==> config.mk <==
export PLATFORM = sky130hd
export DESIGN_NAME = sbrf_queue
export DESIGN_NICKNAME = d
export VERILOG_FILES = /design/src/hdl/sbrf_pkg.sv /design/src/hdl/sbrf_queue.sv
export SDC_FILE = /design/constraint.sdc
export NUM_CORES = 1
export LEC_CHECK = 0
export BUFFER_PORTS_ARGS = -buffer_cell sky130_fd_sc_hd__buf_4
export CORE_ASPECT_RATIO = 0.7
export CORE_UTILIZATION = 57
export DETAILED_ROUTE_END_ITERATION = 10
export PLACE_DENSITY = 0.84
export SLEW_MARGIN = 30
export SYNTH_ARGS = -nofsm -noshare
export SYNTH_HDL_FRONTEND = slang
export SYNTH_SLANG_ARGS = --single-unit
export TNS_END_PERCENT = 30
==> constraint.sdc <==
create_clock -name aclk -period 2.6 [get_ports aclk]
set_input_delay 0.52 -clock aclk [delete_from_list [all_inputs] [get_ports aclk]]
set_output_delay 0.52 -clock aclk [all_outputs]
set_load 0.005 [all_outputs]
==> src/hdl/sbrf_pkg.sv <==
`default_nettype none

package sbrf_pkg;

    // Store geometry and frame shape
    localparam int BIN_COUNT        = 256;
    localparam int VALUES_PER_FRAME = 8;
    localparam int MAX_FRAMES       = 32;
    localparam int SLOT_COUNT       = 8;
    localparam int SLOT_W           = 3;
    localparam int ADDR_W           = $clog2(BIN_COUNT);
    localparam int IDX_W            = 8;
    localparam int CMP_W            = ((ADDR_W > IDX_W) ? ADDR_W : IDX_W) + 1;
    localparam int CNT_W            = 4;
    localparam int FRM_W            = 6;
    localparam int DATA_W           = 32;
    localparam int VAL_W            = 16;
    localparam int SHIFT_W          = 5;
    localparam int CMD_W            = 8;
    localparam int ERR_W            = 2;

    localparam logic [SHIFT_W-1:0] SHIFT_RESET = 5'd12;

    // Request queue between front and back
    localparam int Q_DEPTH = 4;
    localparam int Q_PTR_W = $clog2(Q_DEPTH);

    // Ceiling frame count by reciprocal multiply, exact for counts below 2^10
    localparam int RECIP_SH = 16;
    localparam int RECIP_W  = RECIP_SH + 1;
    localparam int RECIP    = (2 ** RECIP_SH + VALUES_PER_FRAME - 1) / VALUES_PER_FRAME;
    localparam int SPAN_W   = IDX_W + 2;
    localparam int PROD_W   = SPAN_W + RECIP_W;

    // Input codes
    localparam logic             FUNC_WRITE = 1'b0;
    localparam logic [CMD_W-1:0] CMD_SINGLE = 8'd0;
    localparam logic [CMD_W-1:0] CMD_RANGE  = 8'd1;

    // Error codes
    localparam logic [ERR_W-1:0] ERR_NONE    = 2'd0;
    localparam logic [ERR_W-1:0] ERR_BAD_ARG = 2'd1;
    localparam logic [ERR_W-1:0] ERR_BAD_CMD = 2'd2;

    typedef enum logic [1:0] {
        KIND_SINGLE = 2'd0,
        KIND_RANGE  = 2'd1,
        KIND_ERROR  = 2'd2
    } reply_kind_t;

    typedef enum logic [1:0] {
        OP_WRITE,
        OP_READ,
        OP_ERROR
    } op_t;

    typedef logic [ADDR_W-1:0] addr_t;

    // One classified request
    typedef struct packed {
        op_t                op;
        reply_kind_t        kind;
        logic [ERR_W-1:0]   err;
        logic [IDX_W-1:0]   first;
        logic [IDX_W-1:0]   last;
        logic [FRM_W-1:0]   frames;
        logic [DATA_W-1:0]  data;
    } req_t;

    function automatic addr_t to_addr(input logic [IDX_W-1:0] b);
        logic [ADDR_W+IDX_W-1:0] w;
        w = (ADDR_W + IDX_W)'(b);
        return w[ADDR_W-1:0];
    endfunction

    function automatic logic in_range(input logic [IDX_W-1:0] b);
        return (CMP_W'(b) < CMP_W'(BIN_COUNT));
    endfunction

    // Values in the frame starting at idx, capped at one frame
    function automatic logic [CNT_W-1:0] frame_cnt(input logic [IDX_W-1:0] idx,
                                                   input logic [IDX_W-1:0] last);
        logic [IDX_W:0] left;
        left = ({1'b0, last} - {1'b0, idx}) + (IDX_W + 1)'(1);
        if (left > (IDX_W + 1)'(VALUES_PER_FRAME)) begin
            return CNT_W'(VALUES_PER_FRAME);
        end
        return left[CNT_W-1:0];
    endfunction

    // Arithmetic shift, then clamp to 0..65535
    function automatic logic [VAL_W-1:0] scale_bin(input logic [DATA_W-1:0]  raw,
                                                   input logic [SHIFT_W-1:0] sh);
        logic [DATA_W-1:0] v;
        v = raw >> sh;
        if (raw[DATA_W-1]) begin
            return '0;
        end
        if (|v[DATA_W-1:VAL_W]) begin
            return '1;
        end
        return v[VAL_W-1:0];
    endfunction

endpackage

`default_nettype wire

==> src/hdl/sbrf_queue.sv <==
`default_nettype none

module sbrf_queue import sbrf_pkg::*; (
    input  wire logic  aclk,
    input  wire logic  aresetn,
    input  wire logic  push,
    input  wire req_t  push_req,
    input  wire logic  pop,
    output req_t       head,
    output logic       empty,
    output logic       full
);

    req_t                entry_reg [Q_DEPTH];
    logic [Q_PTR_W-1:0]  wr_ptr_reg;
    logic [Q_PTR_W-1:0]  rd_ptr_reg;
    logic [Q_PTR_W:0]    count_reg;

    assign empty = (count_reg == '0);
    assign full  = (count_reg == (Q_PTR_W + 1)'(Q_DEPTH));
    assign head  = entry_reg[rd_ptr_reg];

    // Entry storage
    always_ff @(posedge aclk) begin
        if (push) begin
            entry_reg[wr_ptr_reg] <= push_req;
        end
    end

    // Pointers and fill level
    always_ff @(posedge aclk) begin
        if (!aresetn) begin
            wr_ptr_reg <= '0;
            rd_ptr_reg <= '0;
            count_reg  <= '0;
        end else begin
            if (push) begin
                wr_ptr_reg <= wr_ptr_reg + Q_PTR_W'(1);
            end
            if (pop) begin
                rd_ptr_reg <= rd_ptr_reg + Q_PTR_W'(1);
            end
            if (push && !pop) begin
                count_reg <= count_reg + (Q_PTR_W + 1)'(1);
            end else if (pop && !push) begin
                count_reg <= count_reg - (Q_PTR_W + 1)'(1);
            end
        end
    end

endmodule

`default_nettype wire

=== Word-level counts from Yosys, hierarchy flattened ===
Memory sizes are Yosys's and may differ from the RTL's. A register that Yosys moved wholly into a read port is not among the register bits.
Cells that the tools add are included.
W data, S select, Z words.

* Flip-flop bits (word level): 7
* Latch bits: 0
* Bits in writable memories: 240
* Bits in read-only memories: 0
* Logic and storage cells: 21
* Memories: 1

{| class="wikitable"
|+ Memory list
! memory !! depth !! width !! read ports !! clocked after memory_dff !! wr ports !! line !! source
|-
| entry_reg || 4 || 60 || 1 || 1 || 1 || sbrf_queue.sv:14 || <nowiki>req_t entry_reg [Q_DEPTH];</nowiki>
|}

* Add/sub/neg operators: 4
* Multipliers: 0
* Div/mod/pow operators: 0
* Magnitude comparators: 0
* Equality and inequality tests: 1
* Shifts and indexed selects: 0
* Mux-type cells: 6
* Bitwise operators: 0
* Reduce and logical (&&, ||, !) cells: 6

{| class="wikitable"
|+ Operators with widths
! operator !! count
|-
| $mux W3 || 2
|-
| $add A2 B1 Y2 const B || 2
|-
| $mux W2 || 2
|-
| $add A3 B1 Y3 const B || 1
|-
| $eq A3 B3 Y1 const B || 1
|-
| $logic_not A3 Y1 || 1
|-
| $sub A3 B1 Y3 const B || 1
|-
| $logic_and A1 B1 Y1 || 2
|-
| $logic_not A1 Y1 || 2
|-
| $mux W1 || 2
|-
| $reduce_bool A2 Y1 || 1
|}

=== Longest topological paths before layout ===
Gate-level depths: netlist of the first run.

* Depth after elaboration: 4
* Gate-level depth with buffers: 7
* Depth with buffers taken out: 7

=== Worst setup path after synthesis of the first run ===
OpenSTA, ideal clock, no wires.

* Path kind: register to register
* From: reg wr_ptr_reg[0]
* To: mem entry_reg[2][0] (netlist name) (enable)
* Library setup time: 424 ps
* Data arrival time: 1957 ps
* Data required time: 2176 ps
* Slack: 219 ps
* Stages on the path, launching flop included: 4
* Path buffers: 0
* Period minus slack after synthesis: 2381 ps
* Cells stage by stage: dfxtp_1 inv_1 ha_1 and2_1

{| class="wikitable"
|+ RTL lines
! element !! line !! source
|-
| start, declared || sbrf_queue.sv:15 || <nowiki>logic [Q_PTR_W-1:0] wr_ptr_reg;</nowiki>
|-
| start signal, assigned || sbrf_queue.sv:38 || <nowiki>wr_ptr_reg <= wr_ptr_reg + Q_PTR_W'(1);</nowiki>
|-
| end, declared || sbrf_queue.sv:14 ||
|}

No word-level cell before the write port.

==> results.txt, run 1 <==
- Number of nets produced by synthesis: 427
- Vias: 4086
- Final-layout fill cell count: just over 900
* Hold Violations, Final: 0
- Registers are responsible for approximately 54% of the overall power.
* Weighted congestion reported at the end of routability-driven placement: about 0.74
- In this run the worst hold path is classified as primary input to flip-flop.
* Clock Skews: 0.00652 ns
* Initial cell density of the core: between 50% and 60%
* First-pass DRT Iterations: 4
- Crit path cell chain: buf_12 > mux4_2 > buf_4
- edfxtp_1 is the most common cell in the netlist.
- The slowest stage of the critical path belongs to the cell mux4_2.
- R2r endpoint: count_reg[2]
* Detailed-route wire length: 15600 microns
* Unrepaired setup endpoints after global routing: no
* Critical register-to-register path startpoint: count_reg[0]
* Register area share after synthesis: about four fifths
- Post-synthesis cell count: between 300 and 400
- In this run the power spent charging and discharging nets is around 1800 uW.
- Fraction of met3 tracks used by global routing: 5.81%
- The biggest area contributor in the post-synthesis netlist is edfxtp_1.
- The register with the most flip-flops in the layout has 240 of them.
- Clock-pin slew was measured on the worst setup and hold paths at 0.06 ns.
* Count of nets after finishing: slightly below 600
- Estimated wirelength of the detail-placed design: 9510 microns
- Post-DR wirelength/cell: around 22 microns
- Most crowded layer after global routing: met2
- Number of buffers added to fix hold violations after cts: 0
- In this run the deepest clock path goes through 3 buffers.
* Placement row count: 38
* Power share of the combinational group: about a tenth
- In the finished design, the share of the clock period the worst path needs comes to between 90 and 100%.
* Minimum clock period after layout: ~2.4 ns
- Postcts setup bufs: 2
- The count of final max-slew check failures came to 0.
- Worst setup path category: flip-flop to output pin
* Number of remaining DRC errors: 0
- The critical path contains buffers and inverters numbering 2 combined.
- The clock network accounts for 35.4% of the total power.
- IR analysis of the VDD net gives a maximum drop of between 500 and 600 uV.
- The core region is around 16000 sq um.
- Antenna viol nets, final: 0
- Clock H-tree levels: 1
- I/O Buffers: around 130
- Internal power component: 6830 uW
- The initial antenna violation count came to 0.
* Maximum number of pins on one net before global-route repair: 35
* List of most frequent post-synthesis cells: edfxtp_1 (240), mux4_2 (60), and2_1 (9), dfxtp_1 (9)
- The post-route netlist has 45.3% of its cells at a drive strength greater than 1.
- After detailed placement, the total cell area comes to 10300 sq um.
- After synthesis, the mean cell area works out to ~26 sq um.
- At the later pin of the worst-skew pair, clock insertion delay measures about 0.5 ns.
* Max FO, Critical Path: 18
- The via count of the first global-routing pass came to 4285.
* Peak per-stage delay on the critical path: 0.54 ns
* Worst-case hold path end point: entry_reg[0][48]
- The netlist uses 21 different library cells.
* Measured slew at the worst slew-check pin: a little over 0.5 ns
- Synth top area cells: edfxtp_1 (79%), mux4_2 (15%), dfxtp_1 (2.0%)
* Async S/R FF share, synth: 0%
* Antenna cell count: 0
- Data required time at the worst endpoint: between 2 and 2.5 ns
- GR Layer Usage met2: between 30% and 40%
* Worst endpoint data arrival time: ~1.9 ns
- Measured along the x axis, the die boundary spans roughly 150 microns.
- Clock tree from TritonCTS: built
- Total of flip-flops plus latches after synthesis: around 250
- Clock tree synthesis selected as its root buffer the cell clkbuf_16.
- The analysis attributes to cell leakage a power of about 0.0038 uW.
- For met1 alone, demand over resource in global routing was 27.3%.
- Based on the critical path, the design can be clocked at up to 0.421 GHz.
- Max-cap violations in this run came to 0.
- From bottom edge to top edge, the die measures roughly 110 microns.
- Via/cell ratio: approximately 5.7
* Ys Warns: 0
- Length in cells of the worst reg-to-reg path: 4
* Switching power share of the total: 20.9%
- Number of buffers added by the clock tree synthesis step: 23
* Total negative setup slack: 0 ns
- The most used flip-flop cell after synthesis is edfxtp_1.
- Total power per unit cell area: a little under 800 nW/um^2
- The first global-routing pass estimated 24000 microns of wire.
* Summed area of non-filler cells in the final layout: 11000 sq um
- The die covers ~17000 sq um.
- The number of gates resized after CTS was 0.
- The tree built by TritonCTS fans out to about 250 sinks.
* Remaining global-route overflow: 0
* Result of the run: complete, no violations
- In the global route stage, overall resource usage came out at 19.6%.
- Number of synthesized flops with an enable pin: 240
- Startpoint types: flip-flop
- The cell family contributing the most delay on the critical path is multiplexers.
- The worst setup path is captured at an output pin.
* Hold Path Depth: 1
- Setup violations remaining at the end of the flow were counted as 0.
- The startpoint identified for the worst hold timing path is push_req[48].
- Share of the synthesized area in the top cell type: 78.6%
- Boundary Pins: around 130
- Setup slack of the most critical reg-to-reg path: 0.99 ns
- Worst slew margin: between 60% and 70%
* Area growth, synth to finish: 20.5%
- Number of design-rule violations left by the first detailed-router iteration: between 200 and 250
- The cell area that synthesis handed to floorplanning was ~9200 sq um.
[kinds of logic (layout without fill, tap and decap cells)]
| kind of cell | after synthesis | in the layout | share of synthesized area, % |
|---|---|---|---|
| and+or+nand+nor | 15 | 15 | 0.996 |
| xor gates and xnor gates | 5 | 5 | 0.478 |
| buffers and inverters | 18 | 184 | 1.97 |
| DFF | 249 | 249 | 80.6 |
| adders and majority gates | 6 | 6 | 0.901 |
| AOI/OAI and AO/OA | 2 | 2 | 0.136 |
| muxes | 62 | 62 | 15.0 |
[power by group through the flow]
stage / registers (uW) / clock network, uW / logic, uW
floorplan: 4730 / 0 / 487
global placement: 4750 / 0 / 878
detailed placement: 4770 / 0 / 904
CTS: 4670 / 3110 / 932
global route: 4680 / 3270 / 984
finish: 4670 / 3060 / 913
[routing by layer]
| metal | vias up | part of all wire, % | wire length [microns] |
|---|---|---|---|
| met2 | 140 | 48 | 7440 |
| met1 | 2108 | 43 | 6750 |
| met3 | 27 | 7.7 | 1200 |
| li1 | 1811 | - | - |
| met5 | - | 0 | 0 |
| met4 | 0 | 1.5 | 241 |
[worst max-delay path by stage]
stage | to | slack, ns | depth (start not counted)
2_1_floorplan | entry_reg[2][0] | 0.22 | 3
3_3_place_gp | head[8] | 0.50 | 3
3_5_place_dp | head[12] | 0.48 | 3
4_1_cts | head[12] | 0.18 | 3
5_1_grt | head[11] | 0.16 | 3
6_report | head[12] | 0.22 | 3
[cell usage in the layout, fill, tap and decap left out, types with 3 or more instances in the layout]
cell type | Yosys | final
mux4_2 | 60 | 60
buf_4 | 0 | 136
inv_1 | 4 | 4
buf_12 | 6 | 4
clkinv_1 | 0 | 7
xor2_1 | 3 | 3
ha_1 | 5 | 5
edfxtp_1 | 240 | 240
clkinv_2 | 0 | 5
and2_1 | 9 | 5
clkbuf_16 | 0 | 23
dfxtp_1 | 9 | 7
and2_2 | 0 | 4
[metrics by stage]
stage               cells  hold WS, ns  setup WS, ns  power (uW)  utilization [%]
floorplan             357        0.472         0.219        5220                -
global placement      681        0.483         0.504        5630             66.3
detailed placement    681        0.543         0.476        5670             66.3
CTS                   723        0.196         0.179        8720             70.8
global route          723        0.196         0.156        8940             70.8
finish                723        0.214         0.225        8640             70.8
[final cells by class]
class | instances | area, sq um | area share (%)
clock inverters | 15 | 97.6 | 0.884
flip-flops and latches | 249 | 7390 | 66.9
inverters | 4 | 15.0 | 0.136
repair buffers | 140 | 1100 | 9.97
clock buffers | 25 | 583 | 5.28
multi-input cells | 90 | 1610 | 14.5
well taps | 200 | 250 | 2.27
Note: power is estimated with default switching activity, not from simulation.
==> inputs of run 2 (changes only) <==
- CORE_UTILIZATION: 57 -> 45
- PLACE_DENSITY: 0.84 -> 0.7
==> run 2 against run 1 <==
  * Sequential cell count unchanged
  * Design area increased by 1.5%
  * Sequential share of layout area decreased by 0.96 points
  * Wire length increased by 4.2%
  * Cell count increased by 9.7%
  * Global-route usage decreased by 3.6 points
  * Power increased by 4.8%
  * Clock power increased by 14%
  * Combinational power about the same
  * Setup slack got worse by 0.068 ns
  * Sequential power about the same
  * Maximum frequency decreased by 2.8%
  * Critical path type unchanged
==> results.txt, run 2 (synthesized netlist as in run 1, its figures left out) <==
- From left edge to right edge, the die measures between 150 and 200 microns.
- Total power per unit cell area: 807 nW/um^2
* Postcts setup bufs: 0
- Per report_power, the clock group accounts for a little under two fifths of the total.
- Clock H-tree levels: 1
* Via count of the first global-routing pass: about 4400
* Count of nets after finishing: about 580
* Number of violations of the max-capacitance limit: 0
- Boundary Pins: about 130
- Worst endpoint data arrival time: 1.92 ns
- R2r endpoint: entry_reg[0][45]
* Post-cts gate resize count: 0
- The wire-length estimate of the detail-placed layout is between 10000 and 15000 microns.
- Registers are responsible for 51.5% of the overall power.
* Max FO, Critical Path: 37
- Vias: a little over 4000
- Initial cell density of the core: 46.1%
* Worst Hold Class: primary input to flip-flop
- Multi-input gate area in the final layout: approximately 1600 sq um
- In this run the vertical extent of the chip is around 120 microns.
* Clock root buffer master: clkbuf_16
- After layout, the worst path uses around 94% of the clock period.
* Antenna violations before repair: 0
- Adding up every negative setup slack in the final design gives 0 ns.
- In the final routed layout, each cell accounts on average for ~20 microns.
- Subtracting the final worst setup slack from the clock period gives approximately 2.4 ns.
* Antenna viol nets, final: 0
* Number of design-rule violations left by the first detailed-router iteration: about 290
* Leading cell types in the layout, fill and taps excluded: edfxtp_1 (240), buf_4 (135), mux4_2 (60)
- Type of element capturing the critical path: output pin
* Global-route wire length before repair: 25200 microns
* Flip-flop and latch area: 7390 sq um
- For this design the static power due to leakage is approximately 0.0038 uW.
- Clock Skews: slightly below 0.007 ns
- The register with the most flip-flops in the layout has between 200 and 250 of them.
- After floorplanning, the core was sized to cover 19900 sq um.
- Relative to the synthesized area, the layout overhead comes to 22.2%.
- Net switching is between 20% and 30% of the power.
* Fraction of final layout cells sized beyond drive strength 1: 46.1%
* Clock-pin slew reported for the worst setup and hold paths after clock tree synthesis: approximately 0.070 ns
* Worst-Skew Late Latency: 0.51 ns
- For this run, design rule violations remaining after detail routing come to 0.
- The number of hold violations in the final report is 0.
* Remaining global-route overflow: 0
- Dividing the detail-routed via count by the number of cells gives 5.17.
* Internal power component: a little over 7000 uW
- Most common cell after layout, fill and taps aside: edfxtp_1
- The flow ran to the end, and the final reports show no timing, DRC or antenna violations.
- For the pin with the worst max-slew slack, the measured transition is roughly 0.58 ns.
* Die Area: 21000 sq um
- TritonCTS built the clock tree.
- The clock passes through at most 3 buffers.
- Combinational logic is responsible for around a tenth of the overall power.
* Setup slack of the most critical reg-to-reg path: about 1.1 ns
- Last element of the critical path: head[28]
- Antenna cell count: 0
* Unrepaired setup endpoints after global routing: no
- Length in cells of the worst reg-to-reg path: 4
- The clock net in this run drives a total of 249 sinks.
* GR Util All Layers: around 16%
* Number of buffers added by the clock tree synthesis step: 24
- The pre-antenna-repair detailed-routing pass consisted of 4 iterations.
- Maximum number of pins on one net before global-route repair: 38
* Non-filler instance count after layout: approximately 800
- In this run the tool buffered the top-level ports with ~130 buffer cells.
- The worst setup path is launched from a flip-flop.
* Worst-case vdd ir drop: 592 uV
* Finish-stage setup viols: 0
* Final-layout fill cell count: between 1500 and 2000
* # placed instances: 750
- Number of buffers added to fix hold violations after cts: 0
* Max Transition Viols Final: 0
* Weighted congestion reported at the end of routability-driven placement: 0.716
- Max Fclk: between 0.4 and 0.5 GHz
- In this run the power spent charging and discharging nets is approximately 1900 uW.
* Data required time at the worst endpoint: roughly 2.1 ns
- Worst slew margin: ~61%
* Critical register-to-register path startpoint: wr_ptr_reg[0]
- The floorplan has 43 rows.
* Worst setup path category: flip-flop to output pin
- Wires add up to 16300 microns.
[run 2: cell types whose count changed in the layout (fill, tap and decap cells not counted), sizes merged]
cell      previous run  this run
inv                  5         4
clkinv              12        11
clkinvlp             1         4
bufinv               1         3
buf                140       137
[run 2: metal layers]
layer	GRT usage, %	up-vias	part of all wire, %
met4	3.74	0	1.8
met1	21.7	2114	43
met3	6.30	30	11
met5	0	-	0
li1	-	1811	-
met2	24.4	141	45
[run 2: worst min-delay path by stage]
stage	slack (ns)	start	depth (start not counted)	to
finish	0.21	push_req[16]	1	entry_reg[2][16]
global route	0.19	push_req[1]	1	entry_reg[2][1]
CTS	0.19	push_req[1]	1	entry_reg[0][1]
detailed placement	0.52	count_reg[2]	2	count_reg[2]
global placement	0.49	count_reg[2]	2	count_reg[2]
floorplan	0.47	count_reg[2]	2	count_reg[2]
[run 2: final cells by class]
type,count,area share (%)
inverter,4,0.134
timing repair buffer,137,9.40
clock buffer,25,5.58
multi-input combinational,90,14.3
clock inverter,18,1.57
tap,270,3.01
sequential,249,66.0
[run 2: worst max-delay path: stages (launching register included)]
cell,delay [ns]
dfxtp_2,0.33
buf_4,0.49
mux4_2,0.44
buf_4,0.16
[run 2: power groups by stage]
stage	sequential (uW)	clock, uW	combinational, uW
3_3_place_gp	4730	0	916
3_5_place_dp	4750	0	931
5_1_grt	4670	3710	993
6_report	4660	3480	912
2_1_floorplan	4730	0	487
4_1_cts	4660	3560	937
[run 2: metrics by stage]
step | setup slack, ns | hold WS (ns) | util (%) | total power [uW] | cell area, sq um
floorplan | 0.219 | 0.472 | - | 5220 | 9170
global placement | 0.637 | 0.486 | 52.3 | 5650 | 10400
detailed placement | 0.564 | 0.518 | 52.3 | 5680 | 10400
CTS | 0.102 | 0.189 | 56.3 | 9160 | 11200
global route | 0.0657 | 0.188 | 56.3 | 9370 | 11200
finish | 0.157 | 0.213 | 56.3 | 9050 | 11200
