$ cat src/hdl/sbrf_pkg.sv
`default_nettype none

package sbrf_pkg;

    // Store geometry and frame shape
    localparam int BIN_COUNT        = 256;
    localparam int VALUES_PER_FRAME = 8;
    localparam int MAX_FRAMES       = 32;
    localparam int SLOT_COUNT       = 8;
    localparam int SLOT_W           = 3;
    localparam int ADDR_W           = $clog2(BIN_COUNT);
    localparam int IDX_W            = 8;
    localparam int CMP_W            = ((ADDR_W > IDX_W) ? ADDR_W : IDX_W) + 1;
    localparam int CNT_W            = 4;
    localparam int FRM_W            = 6;
    localparam int DATA_W           = 32;
    localparam int VAL_W            = 16;
    localparam int SHIFT_W          = 5;
    localparam int CMD_W            = 8;
    localparam int ERR_W            = 2;

    localparam logic [SHIFT_W-1:0] SHIFT_RESET = 5'd12;

    // Request queue between front and back
    localparam int Q_DEPTH = 4;
    localparam int Q_PTR_W = $clog2(Q_DEPTH);

    // Ceiling frame count by reciprocal multiply, exact for counts below 2^10
    localparam int RECIP_SH = 16;
    localparam int RECIP_W  = RECIP_SH + 1;
    localparam int RECIP    = (2 ** RECIP_SH + VALUES_PER_FRAME - 1) / VALUES_PER_FRAME;
    localparam int SPAN_W   = IDX_W + 2;
    localparam int PROD_W   = SPAN_W + RECIP_W;

    // Input codes
    localparam logic             FUNC_WRITE = 1'b0;
    localparam logic [CMD_W-1:0] CMD_SINGLE = 8'd0;
    localparam logic [CMD_W-1:0] CMD_RANGE  = 8'd1;

    // Error codes
    localparam logic [ERR_W-1:0] ERR_NONE    = 2'd0;
    localparam logic [ERR_W-1:0] ERR_BAD_ARG = 2'd1;
    localparam logic [ERR_W-1:0] ERR_BAD_CMD = 2'd2;

    typedef enum logic [1:0] {
        KIND_SINGLE = 2'd0,
        KIND_RANGE  = 2'd1,
        KIND_ERROR  = 2'd2
    } reply_kind_t;

    typedef enum logic [1:0] {
        OP_WRITE,
        OP_READ,
        OP_ERROR
    } op_t;

    typedef logic [ADDR_W-1:0] addr_t;

    // One classified request
    typedef struct packed {
        op_t                op;
        reply_kind_t        kind;
        logic [ERR_W-1:0]   err;
        logic [IDX_W-1:0]   first;
        logic [IDX_W-1:0]   last;
        logic [FRM_W-1:0]   frames;
        logic [DATA_W-1:0]  data;
    } req_t;

    function automatic addr_t to_addr(input logic [IDX_W-1:0] b);
        logic [ADDR_W+IDX_W-1:0] w;
        w = (ADDR_W + IDX_W)'(b);
        return w[ADDR_W-1:0];
    endfunction

    function automatic logic in_range(input logic [IDX_W-1:0] b);
        return (CMP_W'(b) < CMP_W'(BIN_COUNT));
    endfunction

    // Values in the frame starting at idx, capped at one frame
    function automatic logic [CNT_W-1:0] frame_cnt(input logic [IDX_W-1:0] idx,
                                                   input logic [IDX_W-1:0] last);
        logic [IDX_W:0] left;
        left = ({1'b0, last} - {1'b0, idx}) + (IDX_W + 1)'(1);
        if (left > (IDX_W + 1)'(VALUES_PER_FRAME)) begin
            return CNT_W'(VALUES_PER_FRAME);
        end
        return left[CNT_W-1:0];
    endfunction

    // Arithmetic shift, then clamp to 0..65535
    function automatic logic [VAL_W-1:0] scale_bin(input logic [DATA_W-1:0]  raw,
                                                   input logic [SHIFT_W-1:0] sh);
        logic [DATA_W-1:0] v;
        v = raw >> sh;
        if (raw[DATA_W-1]) begin
            return '0;
        end
        if (|v[DATA_W-1:VAL_W]) begin
            return '1;
        end
        return v[VAL_W-1:0];
    endfunction

endpackage

`default_nettype wire

$ cat src/hdl/sbrf_front.sv
`default_nettype none

module sbrf_front import sbrf_pkg::*; (
    input  wire logic               s_valid,
    output logic                    s_ready,
    input  wire logic               s_func,
    input  wire logic [CMD_W-1:0]   s_command_code,
    input  wire logic [IDX_W-1:0]   s_first_bin,
    input  wire logic [IDX_W-1:0]   s_last_bin,
    input  wire logic [DATA_W-1:0]  s_bin_data,
    input  wire logic               q_full,
    output logic                    q_push,
    output req_t                    q_req
);

    logic [IDX_W:0]       span;
    logic [SPAN_W-1:0]    span_up;
    logic [PROD_W-1:0]    prod;
    logic [PROD_W-RECIP_SH-1:0] frames_w;
    logic                 keep;

    // Frame count = ceil(span / VALUES_PER_FRAME)
    assign span     = ({1'b0, s_last_bin} - {1'b0, s_first_bin}) + (IDX_W + 1)'(1);
    assign span_up  = SPAN_W'(span) + SPAN_W'(VALUES_PER_FRAME - 1);
    assign prod     = PROD_W'(span_up) * PROD_W'(RECIP);
    assign frames_w = prod[PROD_W-1:RECIP_SH];

    assign s_ready = !q_full;

    // Classify the request
    always_comb begin
        q_req.op     = OP_ERROR;
        q_req.kind   = KIND_ERROR;
        q_req.err    = ERR_BAD_CMD;
        q_req.first  = s_first_bin;
        q_req.last   = s_last_bin;
        q_req.frames = FRM_W'(1);
        q_req.data   = s_bin_data;
        keep         = 1'b1;
        if (s_func == FUNC_WRITE) begin
            q_req.op = OP_WRITE;
            keep     = in_range(s_first_bin);
        end else begin
            case (s_command_code)
                CMD_SINGLE: begin
                    q_req.last = s_first_bin;
                    if (in_range(s_first_bin)) begin
                        q_req.op   = OP_READ;
                        q_req.kind = KIND_SINGLE;
                        q_req.err  = ERR_NONE;
                    end else begin
                        q_req.err = ERR_BAD_ARG;
                    end
                end
                CMD_RANGE: begin
                    if (s_first_bin > s_last_bin || !in_range(s_last_bin) ||
                        frames_w > (PROD_W - RECIP_SH)'(MAX_FRAMES)) begin
                        q_req.err = ERR_BAD_ARG;
                    end else begin
                        q_req.op     = OP_READ;
                        q_req.kind   = KIND_RANGE;
                        q_req.err    = ERR_NONE;
                        q_req.frames = FRM_W'(frames_w);
                    end
                end
                default: begin
                    q_req.err = ERR_BAD_CMD;
                end
            endcase
        end
    end

    // Out-of-range writes are dropped here
    assign q_push = s_valid && s_ready && keep;

endmodule

`default_nettype wire

$ cat config.mk
export PLATFORM = sky130hd
export DESIGN_NAME = sbrf_front
export DESIGN_NICKNAME = d
export VERILOG_FILES = /design/src/hdl/sbrf_pkg.sv /design/src/hdl/sbrf_front.sv
export SDC_FILE = /design/constraint.sdc
export NUM_CORES = 1
export LEC_CHECK = 0
export BUFFER_PORTS_ARGS = -buffer_cell sky130_fd_sc_hd__buf_4
export CAP_MARGIN = 40
export CORE_MARGIN = 2
export CORE_UTILIZATION = 41
export DETAILED_ROUTE_END_ITERATION = 16
export GPL_TIMING_DRIVEN = 0
export PLACE_DENSITY = 0.85
export SYNTH_ARGS = -nofsm -noshare
export SYNTH_HDL_FRONTEND = slang
export SYNTH_SLANG_ARGS = --single-unit
$ cat constraint.sdc
create_clock -name vclk -period 3.13
set_input_delay 0.1565 -clock vclk [all_inputs]
set_output_delay 0.1565 -clock vclk [all_outputs]
set_load 0.01 [all_outputs]
---- Word level (Yosys, flattened, before mapping) ----
Cells that the tools add are included.
storage, ports and cells
  bits in registers ....................... 0
  logic and storage cells ................. 20
  bits of input ports ..................... 59
  output and inout port bits .............. 62
cells by class
  reductions and logical operators ........ 4
  multiplexer cells ....................... 10
  magnitude comparators ................... 2
  add/sub/neg operators ................... 3
  equality and inequality tests ........... 1
operator list
  operator                                                        number
  two-way mux 14 bit                                              1
  two-way mux 6 bit                                               2
  adder 9 x 3 -> 10 bit (second input constant)                   1
  adder 9 x 1 -> 9 bit (second input constant)                    1
  subtractor 8 x 8 -> 9 bit                                       1
  == test 8 x 1 -> 1 bit (second input constant)                  1
  greater-than comparator 8 bit                                   1
  logical NOT 8 bit                                               1
  two-way mux 4 bit                                               2
  two-way mux 8 bit                                               1
  case mux 4 bit (2 select lines)                                 1
  greater-than comparator 7 x 6 -> 1 bit (second input constant)  1
  case mux 2 bit (2 select lines)                                 1
  two-way mux 2 bit                                               1
  logical AND 1 bit                                               1
  logical NOT 1 bit                                               1
  logical OR 1 bit                                                1
  two-way mux 1 bit                                               1

---- Logic depth before layout (Yosys ltp) ----
Gate-level depths: netlist (run 1).
  depth after elaboration ................. 8
  depth in mapped cells ................... 12
  depth with buffers taken out ............ 12

---- Least setup slack after synthesis (run 1) ----
No wires, ideal clock.
  kind .................................... input -> output
  start point ............................. input port s_last_bin[1]
  end point ............................... output port q_req[37] (netlist bit)
  stages .................................. 12
  buffers on the path ..................... 0
  path slack .............................. 0.395 ns
  required time ........................... 2.974 ns
  arrival ................................. 2.578 ns
  path through ............................ inv_1 ha_1 inv_1 ha_1 inv_1 fa_1 nand2b_1 a21oi_1 xor2_1 nand4_1 or3_1 a21oi_1
RTL lines
  element      RTL line          RTL
  from (decl)  sbrf_front.sv:9   input wire logic [IDX_W-1:0] s_last_bin,
  to (decl)    sbrf_front.sv:13  output req_t q_req

==> reports/results.ini, run 1 <==
[die]
die_h_um = 62.9
start_util_pct = 42.6
die-width_um = 62.9
fp.dieArea_um2 = 3950
io_pins = 121
core.rowCount = 21
core_area_um2 = 3340

[placement]
portBuffers = 89
dp_cells = 324
gp_congestion = 0.851
dpl.hpwl_um = 2940

[pwr]
p_seq_share_pct = 0
combPwrFrac_pct = 100.0
power.density_nw_per_um2 = 180
p_leak_nw = 1.19
clockPowerShare_pct = 0
sw_frac_of_total_pct = 47.6
p_sw_mw = 0.188
fin_total_pwr_mw = 0.396
intPower_mw = 0.207
ir_worst_vdd_v = 0.0000828

[logic_synthesis]
syn_area_um2 = 1420
synth_top_area_share_pct = 21.7
netlist_instances = 189
synth_fp_nets = 272
synth_largest_area_cell = buf_4
synth_area_leaders = buf_4 22%, ha_1 19%, inv_1 6.1%
syn_area_per_cell_um2 = 7.52
synth_cell_types = 44
ys_seq_area_share_pct = 0
synth_warnings = 0

[setup_path]
critPathMaxStageDelay_ns = 0.37
path_class = input port to primary output
crit_chain = buf_4 > ha_1 > inv_1 > ha_2 > inv_1 > fa_2 > nand2b_4 > a21o_1 > a311oi_2 > nor4b_4 > a21boi_4 > a211o_1 > buf_4
cp_data_required_time_ns = 2.97
start_kind = input port
crit_family = compound AO/OA/AOI/OAI gates
end_kind = primary output
cp_max_fo = 7
worst_ep_arrival_time_ns = 2.80
cpMaxStageDelayCell = nor4b_4
cp_num_buf_inv = 4

[sta]
slew_violations = 0
max_slew.worst_pin.slew_ns = 0.480
setup_violations = 0
rsz0062_at_grt = no
timing.fmax_mhz = 338
slew_headroom_pct = 67.2
finalHoldViolCount = 0
period_share_pct = 94.5
min_period_ns = 2.96

[cells_and_area]
seq_cell_count = 0
instances_no_fill = 326
area_delta_synth_final_pct = 54.3
n_clock_buffer = 0
layout_common_cells = 132 x buf_4, 22 x inv_1, 21 x ha_1
final_util_pct = 65.7
register_area_um2 = 0
drive_above_1_share_pct = 56.8
nets = 365
insertedDiodeCount = 0
final_common_cell = buf_4

[route]
vias_per_cell = 4.59
drtAntennaViolNets = 0
drc = 0
num_vias = 1496
drtIter0Drc = 23
drt_wl_total_um = 3340
wl_per_cell_um = 10.3
first_pass_iters = 4

[min_path]
min_path_type = input port to primary output

[global_routing]
grt_pass1_wl_um = 5380
grt_pass1_vias = 1316
grt_remaining_overflow = 0
grt_max_degree = 11
antenna_found_initial = 0
grt_usage_pct = 15.6

[outcome]
status = finished clean

[run]
maxCapViolations = 0

-- synth_stat cells (3+ instances only) --
cell,n
o21ai_0,4
ha_1,22
nor2_1,9
a21oi_1,7
xor2_1,3
nor3_1,4
inv_1,23
buf_4,41
nand2_1,10
o21ai_2,8
xnor2_1,5
nand2b_1,4
nand3_1,7
nand4_1,3
-- stage by stage --
step           hold slack [ns]  worst slack [ns]  area (um2)  setup TNS [ns]
2_1_floorplan            0.357             0.395        1420               0
3_3_place_gp             0.489           -0.0111        2150         -0.0111
3_5_place_dp             0.490           -0.0449        2150         -0.0449
4_1_cts                  0.490            0.0212        2160               0
5_1_grt                  0.492          0.000269        2190               0
6_report                 0.489             0.173        2190               0
-- path summary, 6_finish.rpt --
path	start	endpoint	depth (start not counted)	slack, ns
hold / removal	s_bin_data[30]	q_req[30]	2	0.49
setup / recovery	s_first_bin[1]	q_req[32]	13	0.17
-- cells by family (layout without fill, tap and decap cells) --
family                     count (synthesis)  count (layout)  share of synthesized area, %
AOI/OAI and AO/OA                         37              37                          19.7
muxes                                      1               1                          1.06
adders and majority gates                 24              24                          22.2
xor gates and xnor gates                   9               9                          6.07
buffers and inverters                     67             158                          29.6
and+or+nand+nor                           51              51                          21.4
-- per-layer routing --
layer  vias up  track usage [%]  wire length [um]  share of wire, %
li1        786                -                 -                 -
met1       649             19.4              1370                41
met2        57             29.8              1720                52
met3         4            0.901               196               5.9
met4         0             1.94                48               1.4
met5         -                0                 0                 0
-- power by group through the flow --
stage / logic [mW] / registers (mW) / clock network, mW
floorplan: 0.260 / 0 / 0
global placement: 0.372 / 0 / 0
detailed placement: 0.378 / 0 / 0
CTS: 0.383 / 0 / 0
global route: 0.434 / 0 / 0
finish: 0.396 / 0 / 0
-- cell type report --
cell class                      count  area [um2]
Timing Repair Buffer               91         683
Multi-Input combinational cell    122        1030
Fill cell                         315        1140
Buffer                             44         334
Inverter                           23        86.3
Tap cell                           46        57.6
-- repair_timing --
item	CTS	global route
setup buffers	0	2
endpoints found under the setup margin	1	11
pin swaps	2	2
resized for setup	2	5
hold buffers	0	0
endpoints found under the hold margin	0	0
Power figures use the tool's default switching activity.
==> run 2, diff against run 1 <==
==> constraint.sdc (replaced) <==
create_clock -name vclk -period 3.13
set_input_delay 0.313 -clock vclk [all_inputs]
set_output_delay 0.313 -clock vclk [all_outputs]
set_load 0.01 [all_outputs]
==> run 2 against run 1 <==
Compared with the run above: critical path depth stayed put; final area is 7.4% higher; sequential cell count stayed put; via count is 2.3% higher; power is 9.7% higher; combinational power is 9.6% higher; wire length is 6.9% higher; worst setup slack worse by 0.13 ns; final cell count is 1.5% higher; critical path type unchanged; die area stayed put; largest cell class unchanged; fmax is 4.2% lower; highest routed layer unchanged.
==> reports/results.ini, run 2 (synthesized netlist as in run 1, its figures left out) <==
[die]
core_area_um2 = 3340
io_pins = 121
die_h_um = 62.9
core.rowCount = 21
start_util_pct = 42.6
fp.dieArea_um2 = 3950
die-width_um = 62.9

[sta]
setup_violations = 0
hold_slack_ns = 0.802
finalHoldViolCount = 0
slew_violations = 0
setup_ws_ns = 0.0424
min_period_ns = 3.09
slew_headroom_pct = 67.2
timing.fmax_mhz = 324
max_slew.worst_pin.slew_ns = 0.480
period_share_pct = 98.6
rsz0062_at_grt = yes
tns_ns = 0

[min_path]
min_path_cells = 2
min_path_type = input port to primary output
hp-start = s_bin_data[30]

[placement]
post-place-ws_ns = -0.358
dpl.hpwl_um = 2940
gp_congestion = 0.851
dp_cells = 324
portBuffers = 89

[outcome]
status = finished clean

[setup_path]
startpoint = s_first_bin[1]
cp_data_required_time_ns = 2.82
cp_max_fo = 7
end_kind = primary output
start_kind = input port
path_class = input port to primary output
worst_ep_arrival_time_ns = 2.77

[cells_and_area]
drive_above_1_share_pct = 63.2
layout_common_cells = 134 x buf_4, 16 x inv_1, 15 x ha_1
register_area_um2 = 0
area_delta_synth_final_pct = 65.7
seq_cell_count = 0
n_clock_buffer = 0
insertedDiodeCount = 0
nets = 370
final_common_cell = buf_4
instances_no_fill = 331
final_util_pct = 70.6

[route]
drtAntennaViolNets = 0
drt_wl_total_um = 3570
vias_per_cell = 4.62
num_vias = 1530
wl_per_cell_um = 10.8
first_pass_iters = 4
drtIter0Drc = 20
drc = 0

[clock_tree]
cts_hold_buf = 0

[global_routing]
grt_pass1_wl_um = 5510
grt_usage_pct = 16.0
grt_pass1_vias = 1339
grt_max_degree = 11
grt_remaining_overflow = 0
antenna_found_initial = 0

[pwr]
p_leak_nw = 1.22
ir_worst_vdd_v = 0.0000985
power.density_nw_per_um2 = 184

[run]
maxCapViolations = 0

[run 2: layout make-up]
| cell class | count | area [um2] |
|---|---|---|
| multi-input cells | 122 | 1130 |
| fillers | 284 | 982 |
| repair buffers | 96 | 741 |
| plain buffers | 44 | 334 |
| inverters | 23 | 91.3 |
| well taps | 46 | 57.6 |
[run 2: stage by stage]
stage,power [mW],instance area (um2)
global placement,0.372,2150
finish,0.434,2350
global route,0.472,2350
floorplan,0.260,1420
CTS,0.398,2230
detailed placement,0.378,2150
[run 2: report_power, final]
group | internal (mW) | switching (mW) | total [mW] | leakage (nW)
combinational | 0.229 | 0.205 | 0.434 | 1.22
clock | 0 | 0 | 0 | 0
sequential | 0 | 0 | 0 | 0
[run 2: worst paths after layout]
check,end
setup / recovery,q_req[32]
hold / removal,q_req[30]
[run 2: per-layer routing]
layer / vias up / global-route usage [%] / part of all wire (%)
met5: - / 0 / 0
met4: 0 / 1.94 / 1.5
li1: 792 / - / -
met1: 673 / 19.8 / 39
met3: 4 / 0.901 / 5.7
met2: 61 / 30.9 / 54
[run 2: worst max-delay path, cell delays in order]
cell      delay [ns]
buf_12          0.11
ha_4            0.24
inv_4           0.06
ha_4            0.12
inv_2           0.03
fa_2            0.33
nand2b_4        0.16
a21o_1          0.16
a311oi_2        0.33
nor4b_4         0.37
a21boi_4        0.14
a211o_1         0.29
buf_6           0.12
[run 2: timing repair]
item / in CTS / in global routing
pin swaps: 7 / 10
gates resized for setup: 15 / 19
endpoints found under the setup margin: 11 / 11
setup buffers: 3 / 4
==> run 3, diff against run 2 <==
Settings changed: CORE_UTILIZATION 41 to 44, PLACE_DENSITY 0.85 to 0.91.
Clock period 3.13 ns to 3.6 ns, I/O delays scaled along.
==> run 3 against run 2 <==
Compared with the run above: sequential share of layout area stayed put; combinational power is 18% lower; die area is 6.4% lower; critical path type unchanged; largest power group unchanged.
==> reports/results.ini, run 3 (synthesized netlist as in run 1, its figures left out) <==
[route]
drc = 0
drt_wl_total_um = 3360
drtIter0Drc = 37
drtAntennaViolNets = 0
first_pass_iters = 5
vias_per_cell = 4.75
wl_per_cell_um = 10.4
num_vias = 1539

[die]
die-width_um = 60.8
io_pins = 121
start_util_pct = 46.6
core_area_um2 = 3050
die_h_um = 60.8
core.rowCount = 20
fp.dieArea_um2 = 3700

[setup_path]
worst_ep_arrival_time_ns = 3.08
path_class = input port to primary output
end_kind = primary output
critPathMaxStageDelay_ns = 0.35
crit_chain = buf_4 > ha_1 > inv_1 > ha_2 > inv_1 > fa_2 > nand2b_4 > a21o_1 > a311oi_4 > nor4b_4 > a21boi_4 > a211o_1 > buf_4
cpMaxStageDelayCell = fa_2
cp_data_required_time_ns = 3.24
start_kind = input port
cp_max_fo = 7

[cells_and_area]
instances_no_fill = 324
multi_input_area_um2 = 1070
register_area_um2 = 0
seq_cell_count = 0
insertedDiodeCount = 0
nFillCells = 271
layout_common_cells = 132 x buf_4, 22 x inv_1, 21 x ha_1
n_clock_buffer = 0
area_delta_synth_final_pct = 56.5
final_util_pct = 72.9
drive_above_1_share_pct = 57.5
nets = 365
final_common_cell = buf_4

[pwr]
power.density_nw_per_um2 = 161
ir_worst_vdd_v = 0.0000762
p_leak_nw = 1.19
fin_total_pwr_mw = 0.357

[placement]
gp_congestion = 0.818
dp_cells = 322
post-place-ws_ns = -0.0590
portBuffers = 89
dpl.hpwl_um = 2880

[global_routing]
grt_max_degree = 11
grt_pass1_wl_um = 5300
grt_usage_pct = 17.6
grt_pass1_vias = 1314
grt_remaining_overflow = 0
antenna_found_initial = 0

[sta]
finalHoldViolCount = 0
slew_headroom_pct = 67.3
rsz0062_at_grt = no
max_slew.worst_pin.slew_ns = 0.488
timing.fmax_mhz = 291
min_period_ns = 3.44
slew_violations = 0
period_share_pct = 95.4
setup_violations = 0
setup_ws_ns = 0.164

[run]
maxCapViolations = 0

[outcome]
status = finished clean

[min_path]
min_path_type = input port to primary output

## run 3: cell types whose count changed in the layout (fill, tap and decap cells not counted), sizes merged
| cell | previous run | this run |
|---|---|---|
| buf | 139 | 134 |
## run 3: metal layers
metal	part of all wire (%)	wire [um]	GRT usage (%)	up-vias
met4	0	0	0	0
met3	6.9	233	0.213	0
met2	55	1850	35.2	61
met1	38	1270	22.1	696
li1	-	-	-	782
met5	0	0	0	-
## run 3: what timing repair did
| item | 4_1_cts | 5_1_grt |
|---|---|---|
| resized for setup | 3 | 10 |
| pin swaps | 1 | 2 |
| setup buffers | 0 | 2 |
| hold buffers | 0 | 0 |
| setup endpoints to repair | 1 | 11 |
## run 3: path summary, 6_finish.rpt
kind	to	slack, ns	cells past startpoint	start
setup / recovery	q_req[32]	0.16	13	s_first_bin[1]
hold / removal	q_req[12]	0.90	2	s_bin_data[12]
## run 3: layout make-up
cell class / instances / share of cell area, %
plain buffers: 44 / 15.0
well taps: 44 / 2.47
repair buffers: 91 / 30.7
inverters: 23 / 3.88
multi-input cells: 122 / 47.9
## run 3: where the power goes
group	leakage [nW]	internal [mW]	switching, mW
registers	0	0	0
clock network	0	0	0
logic	1.19	0.184	0.173
total	1.19	0.184	0.173
## run 3: worst max-delay path, delay by kind of cell
family	cells	cell delay (ns)
adders and majority gates	3	0.86
and+or+nand+nor	2	0.52
buffers and inverters	4	0.40
AOI/OAI and AO/OA	4	0.94
## run 3: stage by stage
stage                     instance area, um2  hold slack (ns)  TNS (ns)
final                                   2220            0.896         0
after global routing                    2220            0.899         0
after CTS                               2160            0.897   -0.0288
after detailed placement                2140            0.897   -0.0590
after global placement                  2140            0.896         0
after floorplan                         1420            0.764         0
